## src/lru_writeback_page_cache_tags_unit_macros.svh

```systemverilog
// Assertion macros for the page cache tag controller.
// Used by lru_writeback_page_cache_tags_unit; expects clk and arst_n in scope.
`ifndef LRU_WRITEBACK_PAGE_CACHE_TAGS_UNIT_MACROS_SVH
`define LRU_WRITEBACK_PAGE_CACHE_TAGS_UNIT_MACROS_SVH

// same-cycle implication, ignored while in reset
`define LRUPC_ASSERT_IMP(label, ante, cons, msg) \
	label: assert property (@(posedge clk) disable iff (!arst_n) (ante) |-> (cons)) \
		else $error(msg);

// next-cycle implication, ignored while in reset
`define LRUPC_ASSERT_NXT(label, ante, cons, msg) \
	label: assert property (@(posedge clk) disable iff (!arst_n) (ante) |=> (cons)) \
		else $error(msg);

`endif

```

## src/lrupc_pkg.sv

```systemverilog
// Shared constants for the page cache tag controller.
// No dependencies.
package lrupc_pkg;

	localparam int ID_BITS      = 16;
	localparam int IN_TDATA_W   = 16;
	localparam int IN_TUSER_W   = 1;
	localparam int SLOT_W       = 3;
	localparam int OUT_TDATA_W  = 24;
	localparam int OUT_TUSER_W  = 3;
	localparam int CFG_W        = 4;

	localparam logic [CFG_W-1:0] SLOTS_IN_USE_RESET = 4'd8;

	// access kinds
	localparam logic OP_READ  = 1'b0;
	localparam logic OP_WRITE = 1'b1;

	// result flag positions in tuser
	localparam int TU_HIT  = 0;
	localparam int TU_FILL = 1;
	localparam int TU_WB   = 2;

endpackage

```

## src/lru_writeback_page_cache_tags_unit.sv

```systemverilog
// Tag, dirty and LRU controller of a fully associative write-back page cache.
// Channels: slave stream takes one access item (tuser = op, tdata = page id);
// master stream returns one result item per access (tuser = hit, fill,
// writeback; tdata = slot, evicted id). cfg_we/cfg_wdata write slots_in_use.
// Tags and dirty bits live in one RAM, the recency list (least recent first)
// in another; both are walked one entry a cycle by a small sequencer.
// An item first scans the recency list in order, looking each slot's tag up
// (two RAM reads deep); a hit or an eviction then shifts the tail of the list
// down one entry a cycle and appends the touched slot, while a miss into a
// free slot is appended at the end of the list. s_axis_tready is high only
// while no access is being worked on, so a new item is not taken before the
// last one is through.
// The result sits in an output register: the next item is taken while it
// waits, but that item's result is held back until the receiver takes the
// previous one. Reset empties the cache (occupancy count to zero) and sets
// slots_in_use to 8; RAM contents are not cleared, as only occupied entries
// are ever read.
module lru_writeback_page_cache_tags_unit import lrupc_pkg::*; #(
	parameter int SLOTS = 8
) (
	input  logic                   clk,
	input  logic                   arst_n,
	input  logic                   s_axis_tvalid,
	output logic                   s_axis_tready,
	input  logic [IN_TDATA_W-1:0]  s_axis_tdata,   // [15:0] page_id
	input  logic [IN_TUSER_W-1:0]  s_axis_tuser,   // [0] op
	output logic                   m_axis_tvalid,
	input  logic                   m_axis_tready,
	output logic [OUT_TDATA_W-1:0] m_axis_tdata,   // [2:0] slot, [18:3] evicted_id, zero pad
	output logic [OUT_TUSER_W-1:0] m_axis_tuser,   // [0] hit, [1] fill, [2] writeback
	input  logic                   cfg_we,
	input  logic [CFG_W-1:0]       cfg_wdata       // slots_in_use
);

	`include "lru_writeback_page_cache_tags_unit_macros.svh"

	localparam int IW = $clog2(SLOTS);
	localparam int CW = $clog2(SLOTS + 1);

	typedef enum logic [1:0] {ST_IDLE, ST_SCAN, ST_SHIFT, ST_FIN} state_t;

	state_t              state_q;
	logic [CFG_W-1:0]    slots_q;
	logic [CW-1:0]       used_q;
	logic                op_q;
	logic [ID_BITS-1:0]  id_q;

	// scan pipeline
	logic [CW-1:0]       p_q;
	logic                v_s1, v_s2;
	logic [IW-1:0]       pos_s1, pos_s2, slot_s2;
	logic [IW-1:0]       vic_slot_q;
	logic                vic_dirty_q;
	logic [ID_BITS-1:0]  vic_tag_q;

	// shift pass
	logic [CW-1:0]       sp_q;
	logic                shv_q;
	logic [IW-1:0]       wpos_q;
	logic [IW-1:0]       idx_q;

	// result being built
	logic                hit_q, fill_q, wb_q;
	logic [ID_BITS-1:0]  ev_q;

	// output register
	logic                m_valid_q;
	logic [OUT_TDATA_W-1:0] m_tdata_q;
	logic [OUT_TUSER_W-1:0] m_tuser_q;

	// RAM ports
	logic                rec_we;
	logic [IW-1:0]       rec_waddr, rec_wdata, rec_raddr, rec_rdata;
	logic                tag_we;
	logic [ID_BITS:0]    tag_wdata, tag_rdata;
	logic [IW-1:0]       tag_waddr;

	logic [CW-1:0]       limit;
	logic                in_acc, match, last, miss_now, hit_now, shift_done;
	logic [IW-1:0]       vic_slot;
	logic                vic_dirty;
	logic [ID_BITS-1:0]  vic_tag;

	lrupc_ram #(.WIDTH(IW), .DEPTH(SLOTS)) u_rec_ram (
		.clk   (clk),
		.we    (rec_we),
		.waddr (rec_waddr),
		.wdata (rec_wdata),
		.raddr (rec_raddr),
		.rdata (rec_rdata)
	);

	// {dirty, tag}; read address is the slot just read from the recency list
	lrupc_ram #(.WIDTH(ID_BITS + 1), .DEPTH(SLOTS)) u_tag_ram (
		.clk   (clk),
		.we    (tag_we),
		.waddr (tag_waddr),
		.wdata (tag_wdata),
		.raddr (rec_rdata),
		.rdata (tag_rdata)
	);

	always_comb begin
		if (slots_q == '0) begin
			limit = CW'(1);
		end else if (int'(slots_q) > SLOTS) begin
			limit = CW'(SLOTS);
		end else begin
			limit = CW'(slots_q);
		end
	end

	assign in_acc     = s_axis_tvalid && s_axis_tready;
	assign match      = v_s2 && (tag_rdata[ID_BITS-1:0] == id_q);
	assign last       = (CW'(pos_s2) == used_q - CW'(1));
	assign miss_now   = (state_q == ST_SCAN) && ((used_q == '0) || (v_s2 && !match && last));
	assign hit_now    = (state_q == ST_SCAN) && match;
	assign shift_done = (state_q == ST_SHIFT) && (sp_q >= used_q) && !shv_q;

	// LRU victim: recency position 0, taken straight off the RAM when just read
	assign vic_slot  = (v_s2 && pos_s2 == '0) ? slot_s2 : vic_slot_q;
	assign vic_dirty = (v_s2 && pos_s2 == '0) ? tag_rdata[ID_BITS] : vic_dirty_q;
	assign vic_tag   = (v_s2 && pos_s2 == '0) ? tag_rdata[ID_BITS-1:0] : vic_tag_q;

	always_comb begin
		rec_raddr = '0;
		rec_we    = 1'b0;
		rec_waddr = '0;
		rec_wdata = '0;
		tag_we    = 1'b0;
		tag_waddr = '0;
		tag_wdata = {op_q == OP_WRITE, id_q};
		unique case (state_q)
			ST_SCAN: begin
				rec_raddr = p_q[IW-1:0];
				if (miss_now) begin
					tag_we = 1'b1;
					if (used_q < limit) begin
						rec_we    = 1'b1;
						rec_waddr = used_q[IW-1:0];
						rec_wdata = used_q[IW-1:0];
						tag_waddr = used_q[IW-1:0];
					end else begin
						tag_waddr = vic_slot;
					end
				end else if (hit_now && op_q == OP_WRITE) begin
					tag_we    = 1'b1;
					tag_waddr = slot_s2;
				end
			end
			ST_SHIFT: begin
				rec_raddr = sp_q[IW-1:0];
				if (shv_q) begin
					rec_we    = 1'b1;
					rec_waddr = wpos_q;
					rec_wdata = rec_rdata;
				end else if (shift_done) begin
					rec_we    = 1'b1;
					rec_waddr = IW'(used_q - CW'(1));
					rec_wdata = idx_q;
				end
			end
			default: begin
			end
		endcase
	end

	always_ff @(posedge clk or negedge arst_n) begin
		if (!arst_n) begin
			state_q   <= ST_IDLE;
			slots_q   <= SLOTS_IN_USE_RESET;
			used_q    <= '0;
			v_s1      <= 1'b0;
			v_s2      <= 1'b0;
			shv_q     <= 1'b0;
			m_valid_q <= 1'b0;
		end else begin
			if (cfg_we) begin
				slots_q <= cfg_wdata;
			end
			// in ST_FIN the output register is handled below
			if (m_valid_q && m_axis_tready && state_q != ST_FIN) begin
				m_valid_q <= 1'b0;
			end

			unique case (state_q)
				ST_IDLE: begin
					if (in_acc) begin
						op_q    <= s_axis_tuser[0];
						id_q    <= s_axis_tdata[ID_BITS-1:0];
						p_q     <= '0;
						v_s1    <= 1'b0;
						v_s2    <= 1'b0;
						state_q <= ST_SCAN;
					end
				end
				ST_SCAN: begin
					if (p_q < used_q) begin
						v_s1   <= 1'b1;
						pos_s1 <= p_q[IW-1:0];
						p_q    <= p_q + CW'(1);
					end else begin
						v_s1 <= 1'b0;
					end
					v_s2    <= v_s1;
					pos_s2  <= pos_s1;
					slot_s2 <= rec_rdata;
					if (v_s2 && pos_s2 == '0) begin
						vic_slot_q  <= slot_s2;
						vic_dirty_q <= tag_rdata[ID_BITS];
						vic_tag_q   <= tag_rdata[ID_BITS-1:0];
					end
					if (miss_now) begin
						hit_q  <= 1'b0;
						fill_q <= (op_q == OP_READ);
						if (used_q < limit) begin
							idx_q   <= used_q[IW-1:0];
							used_q  <= used_q + CW'(1);
							wb_q    <= 1'b0;
							ev_q    <= '0;
							state_q <= ST_FIN;
						end else begin
							idx_q   <= vic_slot;
							wb_q    <= vic_dirty;
							ev_q    <= vic_dirty ? vic_tag : '0;
							sp_q    <= CW'(1);
							shv_q   <= 1'b0;
							state_q <= ST_SHIFT;
						end
					end else if (hit_now) begin
						hit_q   <= 1'b1;
						fill_q  <= 1'b0;
						wb_q    <= 1'b0;
						ev_q    <= '0;
						idx_q   <= slot_s2;
						sp_q    <= CW'(pos_s2) + CW'(1);
						shv_q   <= 1'b0;
						state_q <= ST_SHIFT;
					end
				end
				ST_SHIFT: begin
					// read entry sp, write it one place down in the next cycle
					if (sp_q < used_q) begin
						sp_q   <= sp_q + CW'(1);
						shv_q  <= 1'b1;
						wpos_q <= IW'(sp_q - CW'(1));
					end else begin
						shv_q <= 1'b0;
					end
					if (shift_done) begin
						state_q <= ST_FIN;
					end
				end
				ST_FIN: begin
					if (!m_valid_q || m_axis_tready) begin
						m_valid_q <= 1'b1;
						m_tdata_q <= OUT_TDATA_W'({ev_q, SLOT_W'(idx_q)});
						m_tuser_q <= {wb_q, fill_q, hit_q};
						state_q   <= ST_IDLE;
					end
				end
				default: begin
					state_q <= ST_IDLE;
				end
			endcase
		end
	end

	assign s_axis_tready = (state_q == ST_IDLE);
	assign m_axis_tvalid = m_valid_q;
	assign m_axis_tdata  = m_tdata_q;
	assign m_axis_tuser  = m_tuser_q;

	`LRUPC_ASSERT_IMP(a_used_bound, 1'b1, used_q <= CW'(SLOTS), "occupancy above slot count")
	`LRUPC_ASSERT_NXT(a_busy_after_accept, in_acc, !s_axis_tready, "ready right after accept")
	`LRUPC_ASSERT_IMP(a_hit_no_transfer, m_axis_tvalid && m_axis_tuser[TU_HIT],
		!m_axis_tuser[TU_FILL] && !m_axis_tuser[TU_WB], "hit with fill or writeback")
	`LRUPC_ASSERT_IMP(a_single_decision, 1'b1, !(miss_now && hit_now), "hit and miss together")

endmodule

```

## src/lrupc_ram.sv

```systemverilog
// Generic simple dual-port RAM: one write port, one read port, registered read.
// No dependencies.
module lrupc_ram #(
	parameter int WIDTH = 8,
	parameter int DEPTH = 8
) (
	input  logic                     clk,
	input  logic                     we,
	input  logic [$clog2(DEPTH)-1:0] waddr,
	input  logic [WIDTH-1:0]         wdata,
	input  logic [$clog2(DEPTH)-1:0] raddr,
	output logic [WIDTH-1:0]         rdata
);

	logic [WIDTH-1:0] mem [DEPTH];

	always_ff @(posedge clk) begin
		if (we) begin
			mem[waddr] <= wdata;
		end
		rdata <= mem[raddr];
	end

endmodule

```

## config.mk

```make
export PLATFORM = sky130hd
export DESIGN_NAME = lru_writeback_page_cache_tags_unit
export DESIGN_NICKNAME = d
export VERILOG_FILES = /design/src/lrupc_pkg.sv /design/src/lru_writeback_page_cache_tags_unit.sv /design/src/lrupc_ram.sv
export VERILOG_INCLUDE_DIRS = /design/src /design/src/src
export SDC_FILE = /design/constraint.sdc
export NUM_CORES = 1
export LEC_CHECK = 0
export BUFFER_PORTS_ARGS = -buffer_cell sky130_fd_sc_hd__buf_2
export CAP_MARGIN = 20
export CELL_PAD_IN_SITES_DETAIL_PLACEMENT = 0
export CELL_PAD_IN_SITES_GLOBAL_PLACEMENT = 2
export CORE_MARGIN = 2
export CORE_UTILIZATION = 40
export DETAILED_ROUTE_END_ITERATION = 12
export PLACE_DENSITY = 0.72
export SLEW_MARGIN = 15
export SYNTH_ARGS = -nofsm -noshare
export SYNTH_HDL_FRONTEND = slang
export SYNTH_SLANG_ARGS = --single-unit
```

## constraint.sdc

```tcl
create_clock -name clk -period 3.5 [get_ports clk]
set_input_delay 0.175 -clock clk [delete_from_list [all_inputs] [get_ports clk]]
set_output_delay 0.175 -clock clk [all_outputs]
set_load 0.05 [all_outputs]
```

==> out/metrics.yaml, run 1 <==
drt:
  firstDrtPassIters: 5
  antenna_left: 0
  viasPerCell: 5.12
  routed_wl_um: 24200
  wl_per_cell_um: 19.8
  drtIter0Drc: 550
  vias: 6255
  drc: 0
power_and_ir_drop:
  leakagePower_uw: 0.00502
  powerDensity_nw_per_um2: 814
  power_switching_uw: 3620
  ir_drop_v: 0.000422
  internal_power_uw: 7880
  pwr-share-clk: 0.290
  seq_power_share: 0.432
  switching_share: 0.315
  combPwrFrac: 0.278
clock_tree:
  cts.sinks: 295
  worstSkewPairLatency_ps: 560
  h-tree-depth: 1
  postCtsSetupRepairBufs: 0
  ctsResizeCount: 0
  clkTransAtPathRegs_ps: 70
  clock-root-buffer: "clkbuf_16"
  cts_max_path_buffers: 3
  cts_tree: "done"
  numCtsBuffers: 31
setup_path:
  crit_fanout: 19
  cp-start-kind: "register"
  crit_type: "reg -> reg"
  crit_path_max_incr_delay_ps: 530
  crit_path_end_kind: "register"
  critical_path_required_ps: 3690
  crit_arrival_ps: 3400
  cp_cell_sequence: "inv_1, ha_1, xor2_1, and3_4, o211a_1, a21o_4, inv_6, o221ai_2, a211o_1, nor3_1"
  crit_slowest_cell: "dfrtp_1"
global_routing:
  grt_max_degree: 27
  gr-total-overflow: 0
  grt_pass1_vias: 6377
  track_usage: 0.157
  grt_pass1_wl_um: 37400
  antenna_found_initial: 0
place:
  routabilityCongestion: 0.775
  portBuffers: 49
  dp_hpwl_um: 16200
  dp.cells: 1134
timing:
  rsz0062_at_grt: "no"
  hold_viol_final: 0
  period_share: 0.917
  skew_ps: 13.2
  holdWs_ps: 22.9
  fin_setup_tns_ps: 0
  fmax_ghz: 0.312
  setup-violations-final: 0
  drv_slew: 0
  slew_headroom: 0.323
  worst_pin_slew_ps: 1010
  min_period_ps: 3210
synth:
  synth-edff-count: 261
  syn-cell-area_um2: 12000
  yosys.area.top_type: "edfxtp_1"
  yosysWarnings: 0
  synth_flop_cell: "edfxtp_1"
  synth-compound-area-share: 0.0486
  post_synth_and_or_nand_nor_area_fraction: 0.0552
  synth.distinct_cells: 73
  synth.area.mux_share: 0.113
  synth.top_cells.by_area: "edfxtp_1, mux4_2, mux2_2"
  synth.avg_cell_area_um2: 17.3
  synth-xor-area-share: 0.0190
  async_reset_ff_frac: 0.0475
  synth_top_family_by_area: "multiplexers"
  yosysSeqAreaShare: 0.718
  synth-adder-area-share: 0.0240
  synthCells: 690
  synth_top_area_frac: 0.655
  synth_seq_cells: 295
die:
  die_w_um: 177
  die-area_um2: 31300
  dieHeight_um: 177
  fp-row-count: 63
  initial_core_util: 0.405
  ios: 55
  core-area_um2: 29600
final_layout:
  area_delta_synth_final_pct: 18.0
  layout-drive-gt1-share: 0.271
  nets: 855
  n_antenna_cell: 0
  finalNonFillerCells: 1221
run_status:
  status: "complete, no violations"
flow_run:
  drv_cap: 0
hold_path:
  hp-class: "in -> async"
-- Yosys cell counts (all sizes together), types with 2 or more instances --
library cell and count:
a21o 2, mux2 45, o211a 2, a22oi 4, dfxtp 20, xor2 22
nand2 29, nand3 7, nor2b 16, nor2 29, o22ai 6, and3 6
clkbuf 12, buf 17, a22o 7, inv 22, o31ai 2, nor4 4
nor3 9, mux2i 8, a21boi 2, ha 23, o211ai 5, and4 2
o21ai 23, nor3b 4, o221ai 2, o22a 2, a21oi 9, dfrtp 13
and2 4, nand2b 4, edfxtp 261, xnor2 4, o31a 2, nand4 4
mux4 34, and2b 3
-- worst paths after layout --
kind	startpoint	cells past startpoint	slack, ps	end
max in group asynchronous	arst_n	3	2950	slots_q[3]
setup / recovery	used_q[1]	10	290	u_rec_ram.mem[0][1]
min in group clk	s_axis_tdata[5]	2	320	id_q[5]
hold reg to reg	ev_q[1]	0	420	m_axis_tdata[4]
setup reg to reg	used_q[1]	10	290	u_rec_ram.mem[0][1]
hold / removal	arst_n	2	20	v_s2
-- power by group through the flow --
stage	Clock, µW	Combinational (µW)	Sequential, µW
2_1_floorplan	0	2350	4890
3_3_place_gp	0	3150	5020
3_5_place_dp	0	3200	5040
4_1_cts	3410	3240	4970
5_1_grt	3550	3530	5020
6_report	3340	3200	4960
-- worst max-delay path: cells and delay by family (launching register included) --
family,cells,cell delay [ps]
AOI/OAI and AO/OA,4,970
and+or+nand+nor,2,590
adders and majority gates,1,250
xor gates and xnor gates,1,160
DFF,1,530
buffers and inverters,2,330
-- timing repair --
action	in CTS	in global routing
hold buffers	28	0
endpoints found under the hold margin	36	0
endpoints found under the setup margin	0	0
-- through the flow --
stage,area (µm²),worst slack [ps],util,total power (µW)
finish,14100,291,0.478,11500
global route,14100,10.9,0.478,12100
detailed placement,12800,301,0.432,8230
floorplan,12000,341,-,7250
CTS,14100,281,0.477,11600
global placement,12800,430,0.432,8170
-- layout by cell type (no fill, tap or decap), types with 3 or more instances in the layout --
master	synthesis	layout
mux2i_1	8	8
inv_1	21	21
o22ai_1	6	6
dlygate4sd3_1	0	28
mux4_2	34	34
nor3_1	9	9
nand3_1	7	7
nor2b_1	16	16
clkinv_2	0	7
nor3b_1	4	4
bufinv_16	0	5
nor4_1	4	4
mux2_2	45	45
o21ai_0	22	22
ha_1	23	23
o211ai_1	4	4
xnor2_1	4	4
nor2_1	28	28
a21oi_1	8	8
conb_1	1	5
buf_4	6	30
edfxtp_1	261	261
nand4_1	4	4
dfxtp_1	20	19
and2_1	4	4
nand2b_1	4	4
a22oi_1	3	3
buf_2	5	49
nand2_1	29	29
xor2_1	22	22
clkbuf_1	11	3
and3_1	5	5
clkbuf_16	0	31
dfrtp_1	13	13
a22o_1	7	7
inv_6	1	3
clkinv_1	1	7
-- cell families after synthesis --
family | Yosys count
buffers and inverters | 52
adder cells (fa/ha/maj) | 23
AO/OA/AOI/OAI | 80
other | 1
flip-flops | 295
multiplexers | 87
AND/OR/NAND/NOR | 126
XOR/XNOR | 26
-- layout make-up --
type                    instances  area (µm²)
well taps                     390         488
multi-input cells             347        3130
flip-flops and latches        295        8590
fillers                      2525       15400
clock inverters                23         250
repair buffers                108         766
clock buffers                  35         801
inverters                      23        91.3
-- layer usage --
metal,share of wire,up-vias,track usage
met5,0,-,0
met4,0.022,0,0.0399
met3,0.038,36,0.0200
met2,0.46,142,0.250
met1,0.48,3171,0.231
li1,-,2906,-
-- flip-flops by register name, indices dropped and copies added (netlist names), 4 cells and up --
name / count
used_q: 4
sp_q: 4
id_q: 16
ev_q: 16
slots_q: 4
u_tag_ram.rdata: 17
p_q: 4
u_tag_ram.mem: 136
u_rec_ram.mem: 24
m_axis_tdata: 19
vic_tag_q: 16
Power figures use the tool's default switching activity.
==> run 2: changes to the inputs <==
CORE_ASPECT_RATIO = 0.75   (was default)
==> run 2 against run 1 <==
Non-clock buffer count is 8 lower. Sequential power shrank 2%. Highest routed layer unchanged. Flip-flop and latch count unchanged. Hold slack improved by 28 ps. Via count up 0.98%.
==> out/metrics.yaml, run 2 (synthesized netlist as in run 1, its figures left out) <==
final_layout:
  nets: 845
  final_cell_mix: "edfxtp_1, buf_2, mux2_2"
  layout-drive-gt1-share: 0.269
  final_common_cell: "edfxtp_1"
  area_delta_synth_final_pct: 17.1
  nFillCells: 2493
  finalNonFillerCells: 1210
  regMostFlops: "u_tag_ram.mem"
  largest_reg_flops: 136
  n_antenna_cell: 0
  utilization: 0.479
setup_path:
  cp_top_family: "simple AND/OR/NAND/NOR gates"
  critical_path_required_ps: 3680
  crit_buf_inv: 2
  cp-start-kind: "register"
  crit_type: "reg -> reg"
  cp_cell_sequence: "inv_1, ha_1, xor2_1, nor4b_1, o211a_1, a21o_4, inv_6, nor2_4, a21boi_1, nor3_1"
  crit_path_end_kind: "register"
  crit_slowest_cell: "dfrtp_2"
  reg2reg_slack_ps: 240
  crit_path_max_incr_delay_ps: 500
  crit_arrival_ps: 3440
  crit_fanout: 19
die:
  dieHeight_um: 154
  die_w_um: 204
  ios: 55
  core-area_um2: 29300
  die-area_um2: 31300
  fp-row-count: 54
  initial_core_util: 0.409
global_routing:
  grt_max_degree: 37
  grt_pass1_vias: 6559
  track_usage: 0.168
  grt_pass1_wl_um: 39800
  antenna_found_initial: 0
  gr-total-overflow: 0
timing:
  period_share: 0.931
  worst_pin_slew_ps: 1030
  rsz0062_at_grt: "no"
  hold_viol_final: 0
  fin_setup_tns_ps: 0
  min_period_ps: 3260
  drv_slew: 0
  setup-violations-final: 0
  skew_ps: 14.7
  holdWs_ps: 51.4
  fmax_ghz: 0.307
  slew_headroom: 0.311
drt:
  wl_per_cell_um: 21.4
  firstDrtPassIters: 5
  drc: 0
  routed_wl_um: 25900
  antenna_left: 0
  vias: 6316
  viasPerCell: 5.22
  drtIter0Drc: 477
clock_tree:
  cts.sinks: 295
  worstSkewPairLatency_ps: 540
  h-tree-depth: 1
  cts_tree: "done"
  postCtsSetupRepairBufs: 0
  numCtsBuffers: 29
  cts_max_path_buffers: 3
  clock-root-buffer: "clkbuf_16"
  clkTransAtPathRegs_ps: 70
power_and_ir_drop:
  leakagePower_uw: 0.00494
  ir_drop_v: 0.000371
  powerDensity_nw_per_um2: 809
  finalPower_uw: 11300
place:
  portBuffers: 49
  dp_hpwl_um: 16800
  routabilityCongestion: 0.796
  dp.cells: 1132
flow_run:
  drv_cap: 0
hold_path:
  hp-class: "in -> async"
run_status:
  status: "complete, no violations"
-- run 2: cell types whose count changed in the layout (fill, tap and decap cells not counted), sizes merged --
| cell | previous run | this run |
|---|---|---|
| inv | 24 | 23 |
| dlygate4sd3 | 28 | 25 |
| buf | 80 | 75 |
| clkinv | 16 | 11 |
| bufinv | 5 | 3 |
| clkinvlp | 1 | 4 |
-- run 2: repair_timing --
item / CTS / global route
gates resized for setup: 0 / 1
hold buffers: 25 / 0
endpoints found under the hold margin: 36 / 0
endpoints found under the setup margin: 0 / 71
-- run 2: layout make-up --
cell class / instances / area (µm²) / area share
Clock inverter: 18 / 184 / 0.0131
Tap cell: 392 / 490 / 0.0350
Inverter: 23 / 91.3 / 0.00652
Sequential cell: 295 / 8590 / 0.613
Timing Repair Buffer: 100 / 753 / 0.0537
Multi-Input combinational cell: 347 / 3130 / 0.223
Clock buffer: 35 / 778 / 0.0555
-- run 2: report_power, final --
group,leakage (µW),switching (µW),internal (µW)
logic,0.00176,1980,1390
registers,0.00271,395,4480
clock network,0.000465,1290,1810
total,0.00494,3660,7680
-- run 2: final timing paths --
kind                             startpoint                   to  depth (start not counted)
hold reg to reg                   pos_s1[2]            pos_s2[2]                          0
setup reg to reg                  used_q[0]  u_rec_ram.mem[4][0]                         10
hold / removal                       arst_n           state_q[1]                          2
setup / recovery                  used_q[0]  u_rec_ram.mem[4][0]                         10
max in group asynchronous            arst_n           slots_q[3]                          3
min in group clk           s_axis_tdata[12]             id_q[12]                          2
-- run 2: per-stage QoR --
step	setup WS (ps)	cell area [µm²]
finish	242	14000
global route	44.8	14000
CTS	145	14000
detailed placement	184	12800
global placement	300	12800
floorplan	341	12000
-- run 2: layer usage --
| metal | vias up | share of wire | GRT usage |
|---|---|---|---|
| met5 | - | 0 | 0 |
| met4 | 0 | 0.017 | 0.0361 |
| met3 | 33 | 0.047 | 0.0273 |
| met2 | 164 | 0.43 | 0.247 |
| met1 | 3237 | 0.50 | 0.263 |
| li1 | 2882 | - | - |
